`src/kcg_pkg.sv`:
```
// ----------------------------------------------------------------------------
// kcg_pkg
// Shared types and constants for the key click and gesture detector.
// ----------------------------------------------------------------------------
package kcg_pkg;

  localparam int KEY_COUNT = 8;
  localparam int KEY_W     = 3;
  localparam int HIST_W    = 5;
  localparam int PHASE_W   = 3;
  localparam int TICK_W    = 16;
  localparam int CLICK_W   = 10;
  localparam int GEST_W    = 3;
  localparam int CFG_IDX_W = 2;
  localparam int CFG_DAT_W = 16;

  // Configuration register indexes.
  localparam logic [CFG_IDX_W-1:0] CFG_LEVEL_MASK = 2'd0;
  localparam logic [CFG_IDX_W-1:0] CFG_CLICK_MAX  = 2'd1;
  localparam logic [CFG_IDX_W-1:0] CFG_DOUBLE_GAP = 2'd2;
  localparam logic [CFG_IDX_W-1:0] CFG_LONG_HOLD  = 2'd3;

  // Configuration reset values.
  localparam logic [KEY_COUNT-1:0] LEVEL_MASK_RST = '0;
  localparam logic [CLICK_W-1:0]   CLICK_MAX_RST  = 10'd60;
  localparam logic [CLICK_W-1:0]   DOUBLE_GAP_RST = 10'd40;
  localparam logic [TICK_W-1:0]    LONG_HOLD_RST  = 16'd400;

  // Gesture phases.
  localparam logic [PHASE_W-1:0] PH_IDLE         = 3'd0;
  localparam logic [PHASE_W-1:0] PH_PRESSED      = 3'd1;
  localparam logic [PHASE_W-1:0] PH_GAP          = 3'd2;
  localparam logic [PHASE_W-1:0] PH_LONG         = 3'd3;
  localparam logic [PHASE_W-1:0] PH_AFTER_DOUBLE = 3'd4;

  // Gesture codes.
  localparam logic [GEST_W-1:0] G_NONE         = 3'd0;
  localparam logic [GEST_W-1:0] G_CLICK        = 3'd1;
  localparam logic [GEST_W-1:0] G_DOUBLE       = 3'd2;
  localparam logic [GEST_W-1:0] G_LONG_START   = 3'd3;
  localparam logic [GEST_W-1:0] G_LONG_HOLD    = 3'd4;
  localparam logic [GEST_W-1:0] G_LONG_RELEASE = 3'd5;

  localparam logic [TICK_W-1:0] TICK_MAX = '1;

  // Per-key state word held in the state memory.
  typedef struct packed {
    logic [HIST_W-1:0]  history;
    logic               stable;
    logic [PHASE_W-1:0] phase;
    logic [TICK_W-1:0]  ticks;
    logic               hold_done;
  } key_state_t;

  typedef struct packed {
    logic [KEY_COUNT-1:0] level_mask;
    logic [CLICK_W-1:0]   click_max;
    logic [CLICK_W-1:0]   double_gap;
    logic [TICK_W-1:0]    long_hold;
  } cfg_t;

  typedef struct packed {
    logic              press_edge;
    logic              release_edge;
    logic [GEST_W-1:0] gesture;
    logic [TICK_W-1:0] long_ticks;
  } key_event_t;

endpackage

```
`src/kcg_state_mem.sv`:
```
// ----------------------------------------------------------------------------
// kcg_state_mem
// Per-key state memory with one write port and a registered read port.
// ----------------------------------------------------------------------------
module kcg_state_mem import kcg_pkg::*; (
  input  logic             clk,
  input  logic             rst,
  input  logic             rd_en,
  input  logic [KEY_W-1:0] rd_key,
  output key_state_t       rd_state,
  input  logic             wr_en,
  input  logic [KEY_W-1:0] wr_key,
  input  key_state_t       wr_state
);

  key_state_t           mem [KEY_COUNT];
  logic [KEY_COUNT-1:0] written;

  // An entry that was never written since reset reads as all zero.
  always_ff @(posedge clk) begin
    if (wr_en) begin
      mem[wr_key] <= wr_state;
    end
    if (rd_en) begin
      rd_state <= written[rd_key] ? mem[rd_key] : '0;
    end
  end

  always_ff @(posedge clk) begin
    if (rst) begin
      written <= '0;
    end else if (wr_en) begin
      written[wr_key] <= 1'b1;
    end
  end

endmodule

```
`src/kcg_update.sv`:
```
// ----------------------------------------------------------------------------
// kcg_update
// Debounce and gesture classification for one key sample.
// ----------------------------------------------------------------------------
module kcg_update import kcg_pkg::*; (
  input  cfg_t             cfg,
  input  logic [KEY_W-1:0] key,
  input  logic             pin,
  input  key_state_t       cur,
  output key_state_t       nxt,
  output key_event_t       evt
);

  logic              key_ok;
  logic              pressed;
  logic              st;
  logic [TICK_W-1:0] t_inc;
  logic [TICK_W-1:0] t;
  key_state_t        upd;
  key_event_t        res;

  assign key_ok = ({1'b0, key} < (KEY_W+1)'(KEY_COUNT));
  assign t_inc  = (cur.ticks == TICK_MAX) ? cur.ticks : cur.ticks + TICK_W'(1);

  always_comb begin
    upd     = cur;
    res     = '0;
    pressed = (pin == cfg.level_mask[key]);
    st      = cur.stable;
    t       = cur.ticks;

    // The stable state follows once the current sample and the four previous samples agree.
    if (pressed) begin
      if (cur.history[3:0] == 4'hF) begin
        st             = 1'b1;
        res.press_edge = ~cur.history[4];
      end
      upd.history = {cur.history[3:0], 1'b1};
    end else begin
      if (cur.history[3:0] == 4'h0) begin
        st               = 1'b0;
        res.release_edge = cur.history[4];
      end
      upd.history = {cur.history[3:0], 1'b0};
    end
    upd.stable = st;

    case (cur.phase)
      PH_PRESSED: begin
        t = t_inc;
        if (t > TICK_W'(cfg.click_max)) begin
          res.gesture = G_LONG_START;
          upd.phase   = PH_LONG;
        end else if (!st) begin
          upd.phase = PH_GAP;
          t         = '0;
        end
      end
      PH_LONG: begin
        t = t_inc;
        if (!st) begin
          res.gesture    = G_LONG_RELEASE;
          res.long_ticks = t;
          upd.phase      = PH_IDLE;
          t              = '0;
          upd.hold_done  = 1'b0;
        end
        if (t > cfg.long_hold && !upd.hold_done) begin
          upd.hold_done = 1'b1;
          res.gesture   = G_LONG_HOLD;
        end
      end
      PH_GAP: begin
        t = t_inc;
        if (t > TICK_W'(cfg.double_gap)) begin
          res.gesture = G_CLICK;
          upd.phase   = PH_IDLE;
          t           = '0;
        end else if (st) begin
          res.gesture = G_DOUBLE;
          upd.phase   = PH_AFTER_DOUBLE;
        end
      end
      PH_AFTER_DOUBLE: begin
        if (!st) begin
          upd.phase = PH_IDLE;
          t         = '0;
        end
      end
      default: begin
        t         = '0;
        upd.phase = st ? PH_PRESSED : PH_IDLE;
      end
    endcase
    upd.ticks = t;

    if (key_ok) begin
      nxt = upd;
      evt = res;
    end else begin
      nxt = cur;
      evt = '0;
    end
  end

endmodule

```
`src/key_click_gesture_detector_unit.sv`:
```
// ----------------------------------------------------------------------------
// key_click_gesture_detector_unit
// Debounces per-key scan samples and reports edges and click gestures.
//
//   Channel  Handshake            Payload
//   in       in_valid/in_ready    key_index, pin_level
//   out      out_valid/out_ready  event_key, press_edge, release_edge,
//                                 gesture, long_ticks
//   cfg      cfg_valid/cfg_ready  cfg_index, cfg_data
//
// One sample per cycle unless the output stalls; each result passes stage s1
// and the output register. The state memory is read at acceptance and written
// back as the sample leaves s1; a bypass register covers same-key back-to-back samples.
// Reset loads the configuration reset values and marks every key state as all zero.
// A stalled output holds the pipeline; cfg_ready is always high.
// ----------------------------------------------------------------------------
module key_click_gesture_detector_unit import kcg_pkg::*; (
  input  logic                 clk,
  input  logic                 rst,
  input  logic                 in_valid,
  output logic                 in_ready,
  input  logic [KEY_W-1:0]     key_index,
  input  logic                 pin_level,
  output logic                 out_valid,
  input  logic                 out_ready,
  output logic [KEY_W-1:0]     event_key,
  output logic                 press_edge,
  output logic                 release_edge,
  output logic [GEST_W-1:0]    gesture,
  output logic [TICK_W-1:0]    long_ticks,
  input  logic                 cfg_valid,
  output logic                 cfg_ready,
  input  logic [CFG_IDX_W-1:0] cfg_index,
  input  logic [CFG_DAT_W-1:0] cfg_data
);

  cfg_t             cfg;
  logic             s1_valid;
  logic [KEY_W-1:0] s1_key;
  logic             s1_pin;
  logic             s1_adv;
  logic             in_acc;
  logic             byp_sel;
  key_state_t       byp_state;
  key_state_t       rd_state;
  key_state_t       cur_state;
  key_state_t       new_state;
  key_event_t       evt;
  logic             wr_en;

  assign cfg_ready = 1'b1;
  assign s1_adv    = ~out_valid | out_ready;
  assign in_ready  = ~s1_valid | s1_adv;
  assign in_acc    = in_valid & in_ready;
  assign wr_en     = s1_valid & s1_adv;
  assign cur_state = byp_sel ? byp_state : rd_state;

  always_ff @(posedge clk) begin
    if (rst) begin
      cfg.level_mask <= LEVEL_MASK_RST;
      cfg.click_max  <= CLICK_MAX_RST;
      cfg.double_gap <= DOUBLE_GAP_RST;
      cfg.long_hold  <= LONG_HOLD_RST;
    end else if (cfg_valid) begin
      unique case (cfg_index)
        CFG_LEVEL_MASK: cfg.level_mask <= cfg_data[KEY_COUNT-1:0];
        CFG_CLICK_MAX:  cfg.click_max  <= cfg_data[CLICK_W-1:0];
        CFG_DOUBLE_GAP: cfg.double_gap <= cfg_data[CLICK_W-1:0];
        CFG_LONG_HOLD:  cfg.long_hold  <= cfg_data[TICK_W-1:0];
        default: ;
      endcase
    end
  end

  kcg_state_mem u_mem (
    .clk      (clk),
    .rst      (rst),
    .rd_en    (in_acc),
    .rd_key   (key_index),
    .rd_state (rd_state),
    .wr_en    (wr_en),
    .wr_key   (s1_key),
    .wr_state (new_state)
  );

  kcg_update u_update (
    .cfg (cfg),
    .key (s1_key),
    .pin (s1_pin),
    .cur (cur_state),
    .nxt (new_state),
    .evt (evt)
  );

  always_ff @(posedge clk) begin
    if (rst) begin
      s1_valid <= 1'b0;
      byp_sel  <= 1'b0;
    end else begin
      if (in_acc) begin
        s1_valid <= 1'b1;
        // The memory read misses a write to the same key at this edge.
        byp_sel  <= wr_en & (s1_key == key_index);
      end else if (s1_adv) begin
        s1_valid <= 1'b0;
        byp_sel  <= 1'b0;
      end
    end
  end

  always_ff @(posedge clk) begin
    if (in_acc) begin
      s1_key    <= key_index;
      s1_pin    <= pin_level;
      byp_state <= new_state;
    end
  end

  always_ff @(posedge clk) begin
    if (rst) begin
      out_valid <= 1'b0;
    end else if (s1_adv) begin
      out_valid <= s1_valid;
    end
  end

  always_ff @(posedge clk) begin
    if (wr_en) begin
      event_key    <= s1_key;
      press_edge   <= evt.press_edge;
      release_edge <= evt.release_edge;
      gesture      <= evt.gesture;
      long_ticks   <= evt.long_ticks;
    end
  end

  a_edges_exclusive: assert property (@(posedge clk) disable iff (rst)
    out_valid |-> !(press_edge && release_edge))
    else $error("press and release edge reported together");

  a_long_ticks_only_on_release: assert property (@(posedge clk) disable iff (rst)
    (out_valid && long_ticks != '0) |-> (gesture == G_LONG_RELEASE))
    else $error("long_ticks set without a long release");

  a_release_has_duration: assert property (@(posedge clk) disable iff (rst)
    (out_valid && gesture == G_LONG_RELEASE) |-> (long_ticks != '0))
    else $error("long release reported with zero duration");

  a_bypass_has_item: assert property (@(posedge clk) disable iff (rst)
    byp_sel |-> s1_valid)
    else $error("bypass selected without an item in flight");

endmodule
```
`config.mk`:
```
export PLATFORM = sky130hd
export DESIGN_NAME = key_click_gesture_detector_unit
export DESIGN_NICKNAME = d
export VERILOG_FILES = /design/src/kcg_pkg.sv /design/src/kcg_state_mem.sv /design/src/kcg_update.sv /design/src/key_click_gesture_detector_unit.sv
export SDC_FILE = /design/constraint.sdc
export NUM_CORES = 1
export LEC_CHECK = 0
export ABC_AREA = 1
export BUFFER_PORTS_ARGS = -buffer_cell sky130_fd_sc_hd__buf_4
export CAP_MARGIN = 15
export CORE_ASPECT_RATIO = 1.25
export CORE_MARGIN = 2
export CORE_UTILIZATION = 65
export DETAILED_ROUTE_END_ITERATION = 16
export GPL_TIMING_DRIVEN = 0
export PLACE_DENSITY = 0.83
export SETUP_SLACK_MARGIN = 0.15
export SYNTH_ARGS = -nofsm -noshare
export SYNTH_HDL_FRONTEND = slang
export SYNTH_SLANG_ARGS = --single-unit
```
`constraint.sdc`:
```
create_clock -name clk -period 11.27 [get_ports clk]
set_input_delay 1.127 -clock clk [delete_from_list [all_inputs] [get_ports clk]]
set_output_delay 1.127 -clock clk [all_outputs]
set_load 0.01 [all_outputs]
```
# --- After elaboration in Yosys (flattened, before gate mapping) ---
# Memories as Yosys holds them, arrays and structs flattened. A register that Yosys moved wholly into a read port is not among the register bits.
# Cells that the tools add are included.
word_totals:
  ram_bits: 208
  in_bits: 27
  register_bits: 109
  out_inout_bits: 27
  memories: 1
  latchBits: 0
  word_cells: 105
  rom_bits: 0
memory_table:
  columns: ["name", "depth", "word_bits", "rd", "rd_clocked_by_memory_dff", "wr", "line", "rtl"]
  rows:
  - ["u_mem.mem", 8, 26, 1, 1, 1, "kcg_state_mem.sv:16", "key_state_t mem [KEY_COUNT];"]
op_classes:
  n_reduce_logical: 15
  magnitude_cmp: 6
  mux: 40
  eq_ne: 11
  bitwise: 11
  div_mod_pow: 0
  multipliers: 0
  addsub: 1
  n_shift: 0
ops:
  columns: ["op", "count"]
  rows:
  - ["two-way mux 16 bit", 6]
  - ["one-hot mux 16 bit (4 select lines)", 1]
  - ["> comparator 16 x 10 -> 1 bit", 2]
  - ["two-way mux 26 bit", 1]
  - ["two-way mux 3 bit", 7]
  - ["two-way mux 19 bit", 1]
  - ["one-hot mux 3 bit (3 select lines)", 2]
  - ["two-way mux 1 bit", 17]
  - ["adder 16 x 1 -> 16 bit (second input constant)", 1]
  - ["== test 16 bit (second input constant)", 1]
  - ["> comparator 16 bit", 1]
  - ["AND reduction 2 bit", 5]
  - ["less-than comparator 3 x 4 -> 1 bit (second input constant)", 2]
  - ["bitwise OR 8 bit", 1]
  - ["binary-select mux 1 bit (select 3 bit)", 2]
  - ["== test 3 x 2 -> 1 bit (second input constant)", 2]
  - ["OR reduction 2 bit", 3]
  - ["inverter 1 bit", 5]
  - ["== test 2 bit (second input constant)", 2]
  - ["== test 4 bit (second input constant)", 1]
  - ["logical NOT 4 bit", 1]
  - ["two-way mux 2 bit", 2]
  - ["AND 1 bit", 3]
  - ["demux 1 bit (select 3 bit)", 1]
  - ["11 further kinds", 14]

# --- Depth between registers and ports, before layout ---
# Gate-level depths: netlist of the first run.
logic_depth:
  word_depth: 10
  mapped_depth: 27

# --- Hierarchy ---
# From an unflattened synthesis of the first run, not the netlist that was laid out.
unflattened:
  hier_cells: 1818
  area_unflattened_um2: 17112.7
modules_own_cells:
  columns: ["module", "area_per_inst_um2", "instances", "cells_per_inst"]
  rows:
  - ["kcg_state_mem", 10934.2, 1, 1049]
  - ["key_click_gesture_detector_unit", 3734.8, 1, 314]
  - ["kcg_update", 2443.6, 1, 455]

# --- Worst setup path after synthesis of the first run ---
# OpenSTA, ideal clock, no wires.
synth_path:
  path_kind: "in2reg"
  from: "input out_ready"
  to: "memory u_mem.mem[0][0] in the netlist's numbering, enable pin"
  t_arrival_ns: 5.288
  setup_ns: 0.479
  required_time_ns: 10.791
  stages: 4
  n_path_buf: 0
  slack_ns: 5.503
  path_cell_list: "nor2_1 nor2_1 inv_1 nor4_1"
synth_via:
  elab_chain_len: 4
synth_lines:
  columns: ["item", "line", "rtl"]
  rows:
  - ["start, declared", "key_click_gesture_detector_unit.sv:25", "input logic out_ready,"]
  - ["bitwise OR 1 bit", "key_click_gesture_detector_unit.sv:52", "assign s1_adv = ~out_valid | out_ready;"]
  - ["AND 1 bit", "key_click_gesture_detector_unit.sv:55", "assign wr_en = s1_valid & s1_adv;"]
  - ["named net u_mem.wr_en", "kcg_state_mem.sv:11", "input logic wr_en,"]
  - ["two-way mux 1 bit", "kcg_state_mem.sv:21", "if (wr_en) begin"]
  - ["two-way mux 1 bit (implied by the code)", "kcg_state_mem.sv:22", "mem[wr_key] <= wr_state;"]
  - ["end, declared", "kcg_state_mem.sv:16", null]
# The timed path passes the listed nets, and every way through them passes these cells.

==> impl_metrics.csv, run 1 <==
group,metric,value,unit
finish,layout_common_cells,"nand2_1, edfxtp_1, nor2_1, o21ai_0, inv_1",
synthesis,yosysTopAreaCell,"edfxtp_1",
synthesis,yosysWarningCount,0,
finish,final_net_count,1714,
sta,max_freq,219,MHz
detailed_routing,drc,0,
worst_setup_path,worstPathMaxFanout,10,
sta,rsz0062_at_grt,"no",
floorplanning,core_area,23600,µm²
clock_network,numClockSinks,343,
worst_setup_path,r2r_slack,6.69,ns
place,postPlaceCellArea,16600,µm²
detailed_routing,drtPass1Iterations,8,
power,power_leakage,7.17,nW
grt,grt_pass1_vias,11801,
synthesis,synth_edf_count,288,
run,cap_violations,0,
synthesis,synthCells,1539,
finish,area_growth,14.5,%
clock_network,cts.path.max_buffers,3,
worst_setup_path,worstSetupPathType,"reg2reg",
power,power.total,2.95,mW
sta,worst_slew_pin_slew,1.18,ns
hold_path,worstHoldPathType,"reg2reg",
floorplanning,die_h,177,µm
grt,grt_use_total,33.4,%
power,power_density,166,nW/µm²
grt,grt_pass1_wl,62.9,mm
synthesis,yosys-top-cells-area,"edfxtp_1, nand2_1, dfxtp_1",
floorplanning,start_util,65.8,%
synthesis,synthArstFlopShare,0,%
synthesis,syn-cell-area,15500,µm²
sta,layout_min_cycle_time,4.58,ns
detailed_routing,routed_wl,42.0,mm
synthesis,avgSynthCellArea,10.1,µm²
finish,final_common_cell,"nand2_1",
worst_setup_path,worst_ep_required_time,11.39,ns
grt,antenna_found_initial,0,
place,place_congestion,0.937,
detailed_routing,ant_nets,0,
synthesis,ys_seq_area_share,62.9,%
synthesis,ys_types,49,
detailed_routing,vias,11863,
sta,setup_viol,0,
place,dp_hpwl,29.4,mm
clock_network,h-tree-depth,1,
clock_network,cts_resized,0,
finish,layout-drive-gt1-share,13.1,%
sta,report.final.slew_viol_count,0,
finish,final_area,17800,µm²
grt,grt_overflow,0,
floorplanning,die_w,142,µm
grt,grt_start_max_net_pins,50,
sta,final.setup_skew,0.0284,ns
clock_network,ctsHoldBuffers,0,
sta,finalHoldViolCount,0,
synthesis,ys_seq_elements,343,
clock_network,clk_pin_slew,0.07,ns
synthesis,synth_fp_nets,1601,
synthesis,synthFlopType,"edfxtp_1",
floorplanning,rows,63,
worst_setup_path,crit_path_end_kind,"flop",
sta,finalSetupTns,0,ns
synthesis,yosysTopAreaCellShare,55.8,%
clock_network,cts-root-buf,"clkbuf_16",
detailed_routing,routedWlPerCell,21.3,µm
finish,antennaDiodeCount,0,
detailed_routing,drtIter0Drc,1390,
worst_setup_path,cp_data_arrival_time,4.70,ns
detailed_routing,vias_per_cell,6.02,
status,status,"finished clean",
floorplanning,fp.dieArea,25100,µm²
clock_network,cts_setup_buffers,0,
clock_network,cts_buffers,31,
sta,finalCritPeriodShare,40.6,%
power,ir_drop,205,µV
place,io_buffer_count,52,
clock_network,cts_tree,"built",
sta,slew_headroom,21.2,%
floorplanning,ios,54,
worst_setup_path,cp-start-kind,"flop",
clock_network,clock_latency,0.58,ns
[where the power goes]
part | switching, mW | internal [mW]
Sequential | 0.0118 | 1.43
Clock | 0.469 | 0.727
Combinational | 0.224 | 0.0865
Total | 0.704 | 2.24
[path summary, 6_finish.rpt]
check | start | end | depth (start not counted)
setup reg to reg | byp_sel | u_mem.mem[5][8] | 23
setup / recovery | byp_sel | u_mem.mem[5][8] | 23
hold / removal | s1_key[2] | event_key[2] | 0
hold reg to reg | s1_key[2] | event_key[2] | 0
[area by class of cell]
cell class              instances  area [µm²]
flip-flops and latches        343        9750
fillers                      1514        5810
multi-input cells             965        4860
clock buffers                  41         905
repair buffers                 80         668
inverters                     166         626
well taps                     292         365
plain buffers                  65         308
clock inverters                17         275
[synth_stat cells, types with 2 or more instances]
library cell and count:
nand2_1 314, inv_1 158, o21ai_2 6, buf_1 4
nand2_2 17, clkbuf_1 46, o21ai_0 166, nand2_4 4
nand4_1 11, o221ai_1 7, nor2_1 196, nor4_1 8
nor2_4 3, nor3_1 10, or2_2 4, ha_1 35
o21ai_1 4, o21bai_1 2, nand3_2 5, buf_2 6
mux2i_1 2, xor2_1 4, o21a_1 3, inv_2 5
o22ai_1 52, o211ai_1 6, a21oi_1 53, clkinv_1 2
nand3_1 29, edfxtp_1 288, buf_6 4, buf_4 4
dfxtp_1 55, nor2_2 10, a211oi_1 2
[critical path, stage by stage (launching register included)]
cell and delay (ns):
dfxtp_1 0.43, inv_2 0.13, buf_6 0.17, nand2_1 0.07
nand2_2 0.12, ha_1 0.25, nand3_2 0.17, nor2_8 0.07
nand2_4 0.16, inv_1 0.06, nor3_1 0.20, o21bai_1 0.24
inv_1 0.18, ha_1 0.30, nand2_1 0.07, o21a_1 0.19
o21ai_0 0.17, nand3_1 0.09, nand2_1 0.08, nand2_1 0.20
nand4_1 0.17, nand2_1 0.07, inv_1 0.06, nand3_1 0.46
[through the flow]
step	hold WS [ns]	cells	util, %	setup WS [ns]
2_1_floorplan	0.421	1539	-	5.50
3_3_place_gp	0.436	1883	69.0	2.39
3_5_place_dp	0.442	1911	70.3	6.79
4_1_cts	0.436	1969	75.3	6.75
5_1_grt	0.464	1969	75.3	6.39
6_report	0.431	1969	75.3	6.69
[state kept, by name, indices dropped and copies added (netlist names)]
name            count
u_mem.rd_state     26
release_edge        1
u_mem.written       8
cfg                44
s1_valid            1
event_key           3
s1_key              3
long_ticks         16
s1_pin              1
gesture             3
byp_sel             1
out_valid           1
press_edge          1
byp_state          26
u_mem.mem         208
[kinds of logic after synthesis]
group                      count (synthesis)  synth area share, %
other                                      1               0.0242
AOI/OAI and AO/OA                        302                 10.7
and+or+nand+nor                          619                 17.0
xor gates and xnor gates                   6                0.387
muxes                                      2                0.129
buffers and inverters                    231                 6.02
adders and majority gates                 35                 2.83
DFF                                      343                 62.9
[routing by layer]
metal | up-vias | global-route usage [%] | routed length (µm)
li1 | 5464 | - | -
met1 | 5526 | 39.4 | 14800
met2 | 707 | 57.9 | 20800
met3 | 166 | 4.68 | 3800
met4 | 0 | 20.4 | 2540
met5 | - | 0 | 0
Power figures use the tool's default switching activity.
==> inputs of run 2 (changes only) <==
ABC_AREA = 0   (was 1)
CORE_UTILIZATION = 62   (was 65)
PLACE_DENSITY = 0.8   (was 0.83)
clock period = 4.5 ns   (was 11.27 ns; I/O delays follow)
==> impl_metrics.csv, run 2 <==
group,metric,value,unit
finish,final_util,78.2,%
finish,final_net_count,1258,
detailed_routing,vias,10779,
grt,grt_pass1_vias,9978,
synthesis,yosysTopAreaCell,"edfxtp_1",
worst_setup_path,crit_path_end_kind,"flop",
worst_setup_path,r2r_slack,-0.88,ns
status,status,"finished, violations left",
power,power_leakage,6.63,nW
clock_network,clock_latency,0.57,ns
floorplanning,core_area,23600,µm²
worst_setup_path,slowest_delay,0.54,ns
power,swShare,23.9,%
synthesis,yosysMostFrequentCell,"edfxtp_1",
synthesis,synthArstFlopShare,0,%
worst_setup_path,crit_top_cell,"buf_6",
synthesis,synthFlopType,"edfxtp_1",
sta,worst_slew_pin_slew,1.19,ns
place,dp_hpwl,23.1,mm
grt,grt_start_max_net_pins,41,
detailed_routing,vias_per_cell,7.14,
status,violations,"setup timing",
worst_setup_path,cp-startpoint,"byp_sel",
synthesis,ys_types,67,
finish,area_growth,24.2,%
place,place_congestion,0.922,
synthesis,yosys-top-cells-area,"edfxtp_1, mux4_2, dfxtp_1",
finish,layout-drive-gt1-share,31.3,%
grt,grt_use_total,32.5,%
detailed_routing,routed_wl,47.9,mm
sta,layout_min_cycle_time,5.38,ns
power,clockPowerShare,37.1,%
worst_setup_path,path_cells,"buf_12, buf_8, nand2_1, nand2_2, ha_4, and2_4, nand4_1, buf_6, nand2_8, buf_4, xnor2_2, inv_1, ha_1, a21oi_1, a21oi_1, o211ai_1, nand3b_1, a211oi_2, and3_1, buf_6, nor2_4, buf_6, buf_6, o221ai_4",
power,combPwrFrac,10.3,%
synthesis,syn-cell-area,14900,µm²
worst_setup_path,cp_data_arrival_time,5.71,ns
sta,setup_viol,183,
power,seqPwrFrac,52.6,%
clock_network,cts.path.max_buffers,3,
worst_setup_path,cp-start-kind,"flop",
worst_setup_path,timing.rr.start,"byp_sel",
worst_setup_path,worst_ep_required_time,4.83,ns
worst_setup_path,worstPathMaxFanout,8,
finish,final_common_cell,"edfxtp_1",
synthesis,synth_edf_count,288,
hold_path,worstHoldPathType,"in2reg",
floorplanning,die_w,143,µm
run,cap_violations,0,
detailed_routing,drc,0,
floorplanning,ios,54,
sta,setup_slack,-0.882,ns
sta,max_freq,186,MHz
sta,report.final.slew_viol_count,0,
worst_setup_path,endpoint,"u_mem.mem[6][4]",
grt,antenna_found_initial,0,
worst_setup_path,worstSetupPathType,"reg2reg",
grt,grt_overflow,0,
power,internal_power,5.16,mW
synthesis,yosysTopAreaCellShare,58.0,%
synthesis,synthCells,1018,
place,placedCellCount,1380,
detailed_routing,routedWlPerCell,31.8,µm
power,p_sw,1.62,mW
clock_network,ctsHoldBuffers,0,
sta,slew_headroom,20.6,%
power,ir_drop,356,µV
finish,instances_no_fill,1509,
floorplanning,rows,63,
worst_setup_path,slowest_stage,"xnor2_2",
synthesis,ys_seq_area_share,65.4,%
power,power_density,366,nW/µm²
synthesis,ys_seq_elements,343,
sta,finalHoldViolCount,0,
floorplanning,die_h,177,µm
clock_network,h-tree-depth,1,
synthesis,yosysWarningCount,0,
power,power.total,6.78,mW
synthesis,synth_fp_nets,1080,
detailed_routing,ant_nets,0,
floorplanning,start_util,63.0,%
place,io_buffer_count,51,
place,dp_worst_setup_slack,-1.37,ns
finish,largestRegisters,"u_mem.mem x208, cfg x44",
worst_setup_path,reg2reg_to,"u_mem.mem[6][4]",
clock_network,cts_tree,"built",
detailed_routing,drtIter0Drc,1575,
sta,final.setup_skew,0.0147,ns
finish,largest_reg_flops,208,
finish,regMostFlops,"u_mem.mem",
clock_network,cts_buffers,31,
sta,rsz0062_at_grt,"yes",
sta,worst_hold_slack,0.0568,ns
detailed_routing,drtPass1Iterations,6,
clock_network,numClockSinks,343,
sta,finalCritPeriodShare,120,%
clock_network,clk_pin_slew,0.07,ns
synthesis,synth_common_cells,"edfxtp_1, nor2_1, nand2_1",
floorplanning,fp.dieArea,25300,µm²
clock_network,cts-root-buf,"clkbuf_16",
finish,layout_common_cells,"edfxtp_1, buf_4, nor2_1, nand2_1, mux4_2",
worst_setup_path,r2r_cells,24,
synthesis,avgSynthCellArea,14.6,µm²
grt,grt_pass1_wl,59.8,mm
==> run 2: cell types whose count changed after synthesis, moves of 45 or more <==
cell and change:
inv_1 -107, mux2i_1 +53, mux4_2 +56, nand2_1 -218, nor2_1 -91, o21ai_0 -152
o22ai_1 -45
==> run 2: through the flow <==
stage / TNS, ns / area, µm²
after detailed placement: -193.06 / 16000
after floorplan: 0 / 15000
after global routing: -105.66 / 18500
final: -106.52 / 18500
after global placement: -317.85 / 15700
after CTS: 0 / 17900
==> run 2: cell families after synthesis <==
| family | share of synthesized area, % |
|---|---|
| other cells | 0.0252 |
| buf+inv | 2.76 |
| flops | 65.4 |
| simple gates | 8.69 |
| xor+xnor | 1.24 |
| compound gates | 5.94 |
| fa+ha+maj | 2.94 |
| mux | 13.0 |
==> run 2: timing repair <==
| item | CTS | global route |
|---|---|---|
| endpoints found under the setup margin | 183 | 183 |
| gates cloned | 5 | 9 |
| pin swaps | 44 | 49 |
| gates resized for setup | 117 | 45 |
| buffers inserted | 37 | 23 |
==> run 2: power by group through the flow <==
stage                     Combinational [mW]  Clock, mW  Sequential (mW)
after floorplan                        0.314          0             3.62
after global placement                 0.460          0             3.62
after detailed placement               0.488          0             3.62
after CTS                              0.578       2.49             3.56
after global routing                   0.723       2.62             3.57
final                                  0.697       2.52             3.56
==> run 2: final cells by class <==
type	instances	area (µm²)
inverter	51	198
sequential	343	9750
buffer	46	299
multi-input combinational	589	5690
tap	292	365
antenna	1	2.50
fill	1145	5150
clock inverter	18	144
clock buffer	35	791
timing repair buffer	134	1250
==> run 2: worst max-delay path, delay by kind of cell (launching register included) <==
kind / cells / cell delay [ns]
xor gates and xnor gates: 1 / 0.54
and+or+nand+nor: 8 / 1.17
buffers and inverters: 8 / 1.27
adders and majority gates: 2 / 0.59
DFF: 1 / 0.38
AOI/OAI and AO/OA: 5 / 1.18
==> run 2: layer usage <==
metal / track usage (%) / routed length [µm] / vias to the layer above
met4: 18.9 / 4100 / 0
met3: 6.48 / 6610 / 326
met2: 54.3 / 22100 / 1029
li1: - / - / 4225
met5: 0 / 0 / -
met1: 39.3 / 15100 / 5199
==> run 2: worst min path at each step <==
stage	end	cells after the start	start	slack [ns]
floorplan	event_key[1]	0	s1_key[1]	0.42
global placement	event_key[1]	0	s1_key[1]	0.43
detailed placement	event_key[2]	0	s1_key[2]	0.44
CTS	s1_pin	1	pin_level	0.05
global route	s1_pin	1	pin_level	0.05
finish	s1_pin	1	pin_level	0.06
